**config.mk**
```make
export PLATFORM = sky130hd
export DESIGN_NAME = sact_ctrl
export DESIGN_NICKNAME = d
export VERILOG_FILES = /design/src/hw/rtl/sact_pkg.sv /design/src/hw/rtl/sact_ctrl.sv
export SDC_FILE = /design/constraint.sdc
export NUM_CORES = 1
export LEC_CHECK = 0
export BUFFER_PORTS_ARGS = -buffer_cell sky130_fd_sc_hd__buf_2
export CAP_MARGIN = 25
export CORE_AREA = 2 2 39 41
export CTS_CLUSTER_DIAMETER = 40
export DETAILED_ROUTE_END_ITERATION = 12
export DIE_AREA = 0 0 41 43
export PLACE_DENSITY = 0.35
export SYNTH_ARGS = -nofsm -noshare
export SYNTH_HDL_FRONTEND = slang
export SYNTH_SLANG_ARGS = --single-unit
```
**constraint.sdc**
```tcl
create_clock -name clk -period 0.9 [get_ports clk]
set_input_delay 0.09 -clock clk [delete_from_list [all_inputs] [get_ports clk]]
set_output_delay 0.09 -clock clk [all_outputs]
set_load 0.02 [all_outputs]
```
**src/hw/rtl/sact_pkg.sv**
```systemverilog
package sact_pkg;

	localparam int SET_COUNT_DEF    = 64;
	localparam int WAY_COUNT_DEF    = 4;
	localparam int ADDRESS_BITS_DEF = 32;
	localparam int STAMP_BITS_DEF   = 32;

	localparam logic [15:0] LFSR_SEED = 16'hACE1;
	localparam logic [15:0] LFSR_TAPS = 16'hB400;

	localparam logic KIND_LOOKUP  = 1'b0;
	localparam logic KIND_INSTALL = 1'b1;

	localparam logic POLICY_LRU    = 1'b0;
	localparam logic POLICY_RANDOM = 1'b1;

	typedef struct packed {
		logic        kind;
		logic [31:0] line_address;
		logic        is_store;
		logic [31:0] now;
	} req_t;

	typedef struct packed {
		logic        hit;
		logic        evicted_valid;
		logic        evicted_dirty;
		logic [31:0] evicted_line_address;
		logic [31:0] read_accesses;
		logic [31:0] write_accesses;
		logic [31:0] read_misses;
		logic [31:0] write_misses;
		logic [31:0] dirty_evictions;
	} rsp_t;

	typedef enum logic [2:0] {
		ST_CLEAR,
		ST_IDLE,
		ST_READ,
		ST_EVAL,
		ST_RESP
	} state_t;

	// controller -> datapath
	typedef struct packed {
		logic clear_en;
		logic take;
		logic eval;
	} cmd_t;

	// datapath -> controller
	typedef struct packed {
		logic clear_done;
	} status_t;

	function automatic logic [15:0] lfsr_next(input logic [15:0] s);
		lfsr_next = s[0] ? ((s >> 1) ^ LFSR_TAPS) : (s >> 1);
	endfunction

	function automatic int set_index_width(input int sets);
		int b;
		b = 0;
		for (int i = 0; i < 13; i++)
			if ((2 << b) <= sets) b++;
		return b;
	endfunction

endpackage

```
**src/hw/rtl/sact_ctrl.sv**
```systemverilog
module sact_ctrl (
	input  logic             clk,
	input  logic             arst_n,
	input  logic             req_valid,
	output logic             req_ready,
	output logic             rsp_valid,
	input  logic             rsp_ready,
	input  sact_pkg::status_t status,
	output sact_pkg::cmd_t    cmd
);
	import sact_pkg::*;

	state_t state_q, state_d;

	always_ff @(posedge clk or negedge arst_n) begin
		if (!arst_n) state_q <= ST_CLEAR;
		else         state_q <= state_d;
	end

	always_comb begin
		state_d   = state_q;
		cmd       = '0;
		req_ready = 1'b0;
		rsp_valid = 1'b0;
		unique case (state_q)
			ST_CLEAR: begin
				cmd.clear_en = 1'b1;
				if (status.clear_done) state_d = ST_IDLE;
			end
			ST_IDLE: begin
				req_ready = 1'b1;
				if (req_valid) begin
					cmd.take = 1'b1;
					state_d  = ST_READ;
				end
			end
			ST_READ: begin
				state_d = ST_EVAL;
			end
			ST_EVAL: begin
				cmd.eval = 1'b1;
				state_d  = ST_RESP;
			end
			ST_RESP: begin
				rsp_valid = 1'b1;
				if (rsp_ready) state_d = ST_IDLE;
			end
			default: state_d = ST_CLEAR;
		endcase
	end
endmodule

```
==> results of run 1 <==
-- layout by cell type, fill, tap and decap left out, types with 3 or more instances in the layout --
| cell type | netlist | routed |
|---|---|---|
| clkbuf_4 | 0 | 3 |
| buf_4 | 1 | 7 |
| buf_2 | 1 | 4 |
| dfrtp_2 | 0 | 3 |
| buf_6 | 0 | 6 |
-- timing repair --
action,in CTS,in global routing
hold endpoints to repair,3,0
buffers inserted,5,1
hold buffers,1,0
cloned,0,0
pin swaps,2,1
gates resized for setup,12,3
setup endpoints to repair,8,8
-- metrics by stage --
step                std cells  cell area [µm²]  total power, µW  setup TNS [ns]  utilization
global placement           45            285.3            932.2         -0.7402       0.2061
CTS                        55            391.6             1451          -2.018       0.2830
floorplan                  20            224.0            778.1         -0.2264            -
finish                     56            410.4             1529          -2.055       0.2966
global route               56            410.4             1644          -2.467       0.2966
detailed placement         45            285.3            928.3         -0.7545       0.2061
-- worst paths after layout --
path                                  from         end  slack, ns  cells past startpoint
worst min register to register  state_q[2]  state_q[0]       0.64                      2
worst min-delay path             rsp_ready  state_q[0]       0.13                      3
min in group asynchronous           arst_n  state_q[0]       0.19                      2
worst max-delay path            state_q[2]      cmd[1]      -0.33                      2
max in group asynchronous           arst_n  state_q[2]       0.60                      2
worst max register to register  state_q[1]  state_q[2]      -0.19                      3
-- cell families after synthesis --
family | count (synthesis)
flip-flops | 3
AND/OR/NAND/NOR | 10
AO/OA/AOI/OAI | 4
buffers and inverters | 3
-- worst max-delay path: stages, from the launching register on --
cell      delay (ns)
dfrtp_2         0.45
nor4bb_4        0.29
buf_4           0.18
-- layer usage --
| metal | track usage | wire [µm] | up-vias |
|---|---|---|---|
| met2 | 0.1000 | 283 | 5 |
| li1 | - | - | 112 |
| met3 | 0.01571 | 21 | 0 |
| met5 | 0 | 0 | - |
| met1 | 0.1065 | 226 | 107 |
| met4 | 0.08000 | 0 | 0 |
-- power by group through the flow --
| stage | Sequential, µW | Combinational (µW) | Clock [µW] |
|---|---|---|---|
| 2_1_floorplan | 297 | 481 | 0 |
| 3_3_place_gp | 348 | 584 | 0 |
| 3_5_place_dp | 348 | 581 | 0 |
| 4_1_cts | 345 | 862 | 243 |
| 5_1_grt | 363 | 1030 | 256 |
| 6_report | 350 | 950 | 229 |
-- cell type report --
cell class              instances  area, µm²
clock buffers                   4      26.28
fillers                       149      973.4
inverters                       1      3.754
multi-input cells              14      131.4
flip-flops and latches          3      78.83
well taps                      16      20.02
repair buffers                 18      150.1
==> summary.txt, run 1 <==
Biggest register: state_q
RSZ-0062 raised after global routing: yes
Final setup viols: 8
Net switching power: 571.7 µW
Setup Crit Path Kind: reg2out
Relative slew slack: 0.8271
# IOs: 10
GPL Wtd Cong: 0.7458
Cell area after synthesis: 190.2 µm²
Most common cell in the netlist: dfrtp_1
Leading registers by flop count: state_q: 3 flops
Adder-Cell Fraction of Synth Area: 0
Initial DRC count: 5
Ys Warns: 0
Die footprint: 1763 µm²
Library cells used by synthesis: 18
Fin crit share: 1.368
Period minus WS final: 1.231 ns
CTS buffer count: 3
Max-Cap Viols: 0
CTS tree: built
Leak pwr: 0.0001974 µW
Net Sw Frac: 0.3739
Simple-Gate Fraction of Synth Area: 0.3816
Via density: 4.000
CP endpoint kind: output pin
Clk sinks: 3
Final hold slack: 0.1333 ns
Area contributors post-synth: dfrtp_1, nor4bb_1, and2_4
Slew Viols, Final: 0
WL final: 530 µm
Leading area contributor after synthesis: dfrtp_1
Worst-case clock buffer depth: 2
Insertion delay to the later sink of the worst-skew pair: 0.23 ns
#FFs+latches synth: 3
Synth Flop Type: dfrtp_1
Initial antenna violation count: 0
Fraction of layout cells with a size suffix above 1: 0.7250
Arrival time worst endpoint: 1.14 ns
Drt wl/cell: 9.464 µm
Initial Util: 0.1374
Largest register FFs: 3
GRT Total Usage: 0.08040
Critical Path RT: 0.81 ns
Nets: 46
DR pass1 iterations: 4
Number of cell rows: 14
Fmax: 0.8122 GHz
Routed via count: 224
Asr flop ratio synth: 1.000
Internal: 957.3 µW
CP Max Fanout: 7
Root Driver: clkbuf_4
Compound-Gate Fraction of Synth Area: 0.1382
Post-route worst setup slack: -0.3312 ns
Core box area: 1384 µm²
Vias in the first global route: 236
Post-route ant nets: 0
Clk_skew: 0.0002706 ns
Seq/Total Area, Yosys: 0.3947
Share of the synthesized area in the top cell type: 0.3947
Die W: 41 µm
Worst vdd ir: 1522 µV
Worst Hold Class: in2reg
Pwr dens: 3726 nW/µm²
Clk slew on worst S/H paths: 0.04 ns
IO buf count: 9
Area growth syn-to-layout: 115.8%
Post-Synth XOR/XNOR Area: 0
Mapped Nets: 25
Pin count of the biggest net entering global routing: 8
Worst-margin pin slew: 0.2558 ns
EDFF count, synth: 0
Htree depth: 1
DRC Markers: 0
Main combinational cell family by area after synthesis: simple AND/OR/NAND/NOR gates
Failing checks: negative setup slack
Final hold viol count: 0
Clock power share: 0.150
Sequential power share: 0.229
Comb power frac: 0.621
Number of diodes: 0
Global route overflow: 0
Status: finished with violations
Mean Syn Cell Area: 9.509 µm²
Die height: 43 µm
Post-Synthesis Cells: 20
Mux contribution to synthesized area: 0
First-pass GRT wire length: 917 µm
Crit path launch type: register
DP Worst Slack: -0.1500 ns
Post-DP HPWL: 359 µm
No activity file was read; power rests on OpenSTA's default activity.
==> inputs of run 2 (changes only) <==
- CTS_CLUSTER_DIAMETER: 40 -> 30
- REMOVE_ABC_BUFFERS: not set -> 1
==> summary.txt, run 2 (same netlist as run 1, synthesis figures left out) <==
Area growth syn-to-layout: 78.95% (was 115.8%)
Leak pwr: 0.0001693 µW (was 0.0001974 µW)
Worst-case clock buffer depth: 2 (unchanged)
Slew Viols, Final: 0 (unchanged)
Post-route ant nets: 0 (unchanged)
RSZ-0062 raised after global routing: yes (unchanged)
Reg2reg end: state_q[0] (was state_q[2])
Worst Hold Class: in2reg (unchanged)
Worst Hold Depth: 3 (unchanged)
Comb power frac: 0.553 (was 0.621)
Internal: 742.1 µW (was 957.3 µW)
Most frequent cells in the layout: buf_2, buf_4, clkbuf_4, dfrtp_2, buf_6 (was buf_4, buf_6, buf_2)
Crit path launch type: register (unchanged)
Fill cell count: 161 (was 149)
Family with the most delay on the worst path: flip-flops (unchanged)
Final setup viols: 8 (unchanged)
Max stage delay on crit path: 0.44 ns (was 0.45 ns)
Critical path, cell by cell: nor4bb_1 > buf_2 (was nor4bb_4 > buf_4)
Failing checks: negative setup slack (unchanged)
Largest register FFs: 3 (unchanged)
Critical Path RT: 0.81 ns (about the same)
Max-Cap Viols: 0 (unchanged)
Worst-margin pin slew: 0.2321 ns (was 0.2558 ns)
WL final: 543 µm (was 530 µm)
GPL Wtd Cong: 0.7175 (was 0.7458)
Hold Path End: state_q[0] (unchanged)
Buf/Inv on CP: 1 (unchanged)
IO buf count: 9 (unchanged)
Initial Util: 0.1374 (unchanged)
Setup Crit Path Kind: reg2out (unchanged)
Net Sw Frac: 0.4011 (was 0.3739)
Htree depth: 1 (unchanged)
Pwr dens: 3641 nW/µm² (was 3726 nW/µm²)
RR Startpoint: state_q[2] (was state_q[1])
Root Driver: clkbuf_4 (unchanged)
Drt wl/cell: 10.25 µm (was 9.464 µm)
Post-DP HPWL: 338.1 µm (was 359 µm)
CTS buffer count: 3 (unchanged)
# IOs: 10 (unchanged)
Global route overflow: 0 (unchanged)
Total power: 1239 µW (was 1529 µW)
Clock power share: 0.194 (was 0.150)
Hold Crit Start: rsp_ready (unchanged)
R2R Setup Slk: -0.19 ns (about the same)
Worst vdd ir: 884.9 µV (was 1522 µV)
DRC Markers: 0 (unchanged)
Fmax: 0.8201 GHz (was 0.8122 GHz)
Sequential power share: 0.253 (was 0.229)
Pin count of the biggest net entering global routing: 8 (unchanged)
CTS tree: built (unchanged)
Via density: 4.132 (was 4.000)
Net switching power: 497.0 µW (was 571.7 µW)
Fin crit share: 1.355 (was 1.368)
Initial antenna violation count: 0 (unchanged)
Initial DRC count: 2 (was 5)
Status: finished with violations (unchanged)
Fraction of layout cells with a size suffix above 1: 0.6486 (was 0.7250)
Die height: 43 µm (unchanged)
Leading registers by flop count: state_q: 3 flops (unchanged)
Routed via count: 219 (was 224)
GRT Total Usage: 0.08560 (was 0.08040)
Post-route worst setup slack: -0.3193 ns (was -0.3312 ns)
Period minus WS final: 1.219 ns (was 1.231 ns)
Worst r2r path cells: 4 (was 3)
Biggest register: state_q (unchanged)
Most common cell after layout, fill and taps aside: buf_2 (was buf_4)
Clk sinks: 3 (unchanged)
Final hold slack: 0.1397 ns (was 0.1333 ns)
Insertion delay to the later sink of the worst-skew pair: 0.23 ns (about the same)
Number of cell rows: 14 (unchanged)
Number of diodes: 0 (unchanged)
CP endpoint kind: output pin (unchanged)
Crit-path slowest cell: dfrtp_2 (unchanged)
Vias in the first global route: 202 (was 236)
Final hold viol count: 0 (unchanged)
Die footprint: 1763 µm² (unchanged)
Clk_skew: 0.003370 ns (was 0.0002706 ns)
Post-DP Area: 250.2 µm² (was 285.3 µm²)
CP Max Fanout: 7 (unchanged)
First-pass GRT wire length: 897 µm (was 917 µm)
Die W: 41 µm (unchanged)
DR pass1 iterations: 4 (unchanged)
Arrival time worst endpoint: 1.13 ns (was 1.14 ns)
Relative slew slack: 0.8439 (was 0.8271)
Clk slew on worst S/H paths: 0.04 ns (about the same)
Core box area: 1384 µm² (unchanged)
Final Cell Area: 340.3 µm² (was 410.4 µm²)
Nets: 43 (was 46)
## run 2: cell types whose count changed in the layout (fill, tap and decap cells not counted), sizes merged
| cell | delta |
|---|---|
| buf | -3 |
## run 2: worst reg2reg max path, stage by stage (launching register included)
cell	delay, ns
dfrtp_2	0.44
buf_4	0.15
nor4b_2	0.25
a31oi_1	0.06
o31ai_1	0.08
## run 2: how the worst max path moves through the flow
stage,from,to,slack [ns],cells after the start
global placement,state_q[1],state_q[0],-0.15,3
finish,state_q[2],cmd[1],-0.32,2
floorplan,state_q[1],cmd[1],-0.37,1
detailed placement,state_q[1],state_q[0],-0.13,3
CTS,state_q[2],cmd[1],-0.33,2
global route,state_q[2],cmd[1],-0.37,2
## run 2: routing by layer
layer  track usage  routed length (µm)  vias up  share of wire
li1              -                   -      104              -
met1        0.1071                 252      106           0.46
met2       0.08750                 267        9           0.49
met3       0.04712                  23        0          0.042
met4        0.1000                   0        0              0
met5             0                   0        -              0
## run 2: cell type report
class / instances / area, µm² / share of cell area
multi-input combinational: 14 / 106.4 / 0.3125
clock buffer: 4 / 26.28 / 0.07721
inverter: 1 / 3.754 / 0.01103
sequential: 3 / 78.83 / 0.2316
tap: 16 / 20.02 / 0.05882
timing repair buffer: 15 / 105.1 / 0.3088
## run 2: power groups by stage
| stage | sequential (µW) | clock (µW) | combinational (µW) |
|---|---|---|---|
| 6_report | 313 | 240 | 685 |
| 2_1_floorplan | 292 | 0 | 335 |
| 4_1_cts | 315 | 243 | 690 |
| 3_3_place_gp | 318 | 0 | 490 |
| 5_1_grt | 334 | 255 | 745 |
| 3_5_place_dp | 323 | 0 | 488 |
## run 2: timing repair
item | 4_1_cts | 5_1_grt
hold buffers | 1 | 0
hold endpoints to repair | 3 | 0
buffers inserted | 4 | 0
gates resized for setup | 10 | 0
pin swaps | 2 | 0
endpoints found under the setup margin | 7 | 8
## run 2: through the flow
stage / setup slack, ns / utilization / cells / setup TNS (ns)
after global routing: -0.3708 / 0.2459 / 53 / -2.139
after floorplan: -0.3656 / - / 18 / -0.8172
after global placement: -0.1501 / 0.1808 / 44 / -0.5467
after detailed placement: -0.1341 / 0.1808 / 44 / -0.5816
after CTS: -0.3274 / 0.2459 / 53 / -1.714
final: -0.3193 / 0.2459 / 53 / -1.676
==> inputs of run 3 (changes only) <==
- PLACE_DENSITY: 0.35 -> 0.34
- RECOVER_POWER: not set -> 25
- clock period: 0.9 -> 1.49 ns (I/O delays scaled with it)
==> summary.txt, run 3 (same netlist as run 1, synthesis figures left out) <==
Status: finished, final reports clean (was finished with violations)
Net switching power: 269.3 µW (was 497.0 µW)
Highest metal used: met3 (unchanged)
Nets: 38 (was 43)
Net Sw Frac: 0.4372 (was 0.4011)
Sequential power share: 0.322 (was 0.253)
Die W: 41 µm (unchanged)
Critical path, cell by cell: nor4bb_1 > buf_2 (unchanged)
Leading registers by flop count: state_q: 3 flops (unchanged)
Comb power frac: 0.446 (was 0.553)
Footprint of the multi-input gates: 98.84 µm² (was 106.4 µm²)
Core box area: 1384 µm² (unchanged)
RR Startpoint: state_q[1] (was state_q[2])
Reg area: 75.07 µm² (was 78.83 µm²)
Hold Path End: state_q[1] (was state_q[0])
CTS tree: built (unchanged)
Initial antenna violation count: 0 (unchanged)
Pin count of the biggest net entering global routing: 10 (was 8)
Period minus WS final: 1.328 ns
Drt wl/cell: 9.271 µm (was 10.25 µm)
Htree depth: 1 (unchanged)
Largest register FFs: 3 (unchanged)
Met3 WL: 13 µm (was 23 µm)
Die footprint: 1763 µm² (unchanged)
Vias in the first global route: 160 (was 202)
Max-Cap Viols: 0 (unchanged)
Insertion delay to the later sink of the worst-skew pair: 0.23 ns (about the same)
Worst-case clock buffer depth: 2 (unchanged)
Worst Hold Class: in2reg (unchanged)
Fmax: 0.7532 GHz
R2R Setup Slk: 0.43 ns (was -0.19 ns)
GRT Total Usage: 0.06143 (was 0.08560)
Final setup viols: 0 (was 8)
Clock power share: 0.232 (was 0.194)
Initial DRC count: 3 (was 2)
Clk sinks: 3 (unchanged)
Worst r2r path cells: 3 (was 4)
Area growth syn-to-layout: 46.05% (was 78.95%)
Clk_skew: 0.005923 ns (was 0.003370 ns)
IO buf count: 9 (unchanged)
Critical Path RT: 1.34 ns (was 0.81 ns)
Post-route ant nets: 0 (unchanged)
Root Driver: clkbuf_4 (unchanged)
Family with the most delay on the worst path: flip-flops (unchanged)
Biggest register: state_q (unchanged)
Die height: 43 µm (unchanged)
Worst Hold Depth: 3 (unchanged)
Relative slew slack: 0.8156 (was 0.8439)
Met1 Wirelength: 239 µm (was 252 µm)
Reg2reg end: state_q[0] (unchanged)
Via density: 3.813 (was 4.132)
Most frequent cells in the layout: buf_2, clkbuf_4, dfrtp_1 (was buf_2, buf_4, clkbuf_4, dfrtp_2, buf_6)
CP endpoint kind: output pin (unchanged)
Setup Crit Path Kind: reg2out (unchanged)
Fin crit share: 0.8910
DRC Markers: 0 (unchanged)
# IOs: 10 (unchanged)
Worst-margin pin slew: 0.2766 ns (was 0.2321 ns)
DR pass1 iterations: 2 (was 4)
Dpl cells: 43 (was 44)
Metal2 WL: 192 µm (was 267 µm)
CTS buffer count: 3 (unchanged)
Fill cell count: 160 (was 161)
Slew Viols, Final: 0 (unchanged)
CP Max Fanout: 9 (was 7)
Leak pwr: 0.0001416 µW (was 0.0001693 µW)
Internal: 346.7 µW (was 742.1 µW)
WL final: 445 µm (was 543 µm)
Pwr dens: 2217 nW/µm² (was 3641 nW/µm²)
Routed via count: 183 (was 219)
Global route overflow: 0 (unchanged)
Worst vdd ir: 406.9 µV (was 884.9 µV)
Hold Crit Start: req_valid (was rsp_ready)
Crit-path slowest cell: dfrtp_1 (was dfrtp_2)
Final hold viol count: 0 (unchanged)
Number of cell rows: 14 (unchanged)
Arrival time worst endpoint: 1.18 ns (was 1.13 ns)
Most common cell after layout, fill and taps aside: buf_2 (unchanged)
Finished Layout Cells: 48 (was 53)
Number of diodes: 0 (unchanged)
First-pass GRT wire length: 655 µm (was 897 µm)
Max stage delay on crit path: 0.46 ns (was 0.44 ns)
Crit path launch type: register (unchanged)
Fraction of layout cells with a size suffix above 1: 0.4063 (was 0.6486)
Clk slew on worst S/H paths: 0.04 ns (about the same)
Initial Util: 0.1374 (unchanged)
RSZ-0062 raised after global routing: no (was yes)
GPL Wtd Cong: 0.7293 (was 0.7175)
Setup TNS: 0 ns (was -1.676 ns)
Buf/Inv on CP: 1 (unchanged)
==> run 3: cell count changes in the layout (fill, tap and decap cells not counted), sizes merged <==
cell	previous run	this run
clkbuf	4	5
buf	14	8
==> run 3: worst reg2reg max path, cell delays in order, from the launching register on <==
cell     delay [ns]
dfrtp_1        0.46
nor4b_1        0.33
a31oi_1        0.07
o31ai_1        0.09
==> run 3: stage by stage <==
stage | setup WS, ns | hold WS [ns] | area (µm²) | total power [µW] | utilization
6_report | 0.1623 | 0.2006 | 277.8 | 615.9 | 0.2007
5_1_grt | 0.09196 | 0.2059 | 277.8 | 662.9 | 0.2007
4_1_cts | 0.1532 | 0.1937 | 279.0 | 625.7 | 0.2016
3_5_place_dp | 0.4108 | -0.05404 | 242.7 | 472.3 | 0.1754
3_3_place_gp | 0.4238 | -0.05183 | 242.7 | 475.7 | 0.1754
2_1_floorplan | 0.1654 | -0.1466 | 177.7 | 378.8 | -
==> run 3: repair_timing <==
action | 4_1_cts | 5_1_grt
resized for setup | 0 | 0
setup buffers | 0 | 0
endpoints found under the hold margin | 3 | 0
hold buffers | 1 | 0
==> run 3: how the worst max path moves through the flow <==
stage	slack [ns]	cells after the start	start	endpoint
after floorplan	0.17	1	state_q[1]	cmd[1]
after CTS	0.15	2	state_q[1]	cmd[1]
after global placement	0.42	2	state_q[1]	cmd[1]
after detailed placement	0.41	2	state_q[1]	cmd[1]
after global routing	0.09	2	state_q[1]	cmd[1]
final	0.16	2	state_q[1]	cmd[1]
==> run 3: final cells by class <==
| type | instances | share of cell area |
|---|---|---|
| Inverter | 1 | 0.01351 |
| Multi-Input combinational cell | 14 | 0.3559 |
| Tap cell | 16 | 0.07207 |
| Sequential cell | 3 | 0.2703 |
| Timing Repair Buffer | 10 | 0.1937 |
| Clock buffer | 4 | 0.09459 |
==> run 3: power by group through the flow <==
stage	logic, µW	clock network (µW)	registers [µW]
6_report	274	143	198
5_1_grt	299	156	208
4_1_cts	279	149	197
3_5_place_dp	274	0	198
3_3_place_gp	279	0	196
2_1_floorplan	203	0	176
==> run 3: routing by layer <==
layer / vias to the layer above / GRT usage
li1: 98 / -
met1: 80 / 0.08117
met2: 5 / 0.05625
met3: 0 / 0.03141
met4: 0 / 0.08000
met5: - / 0
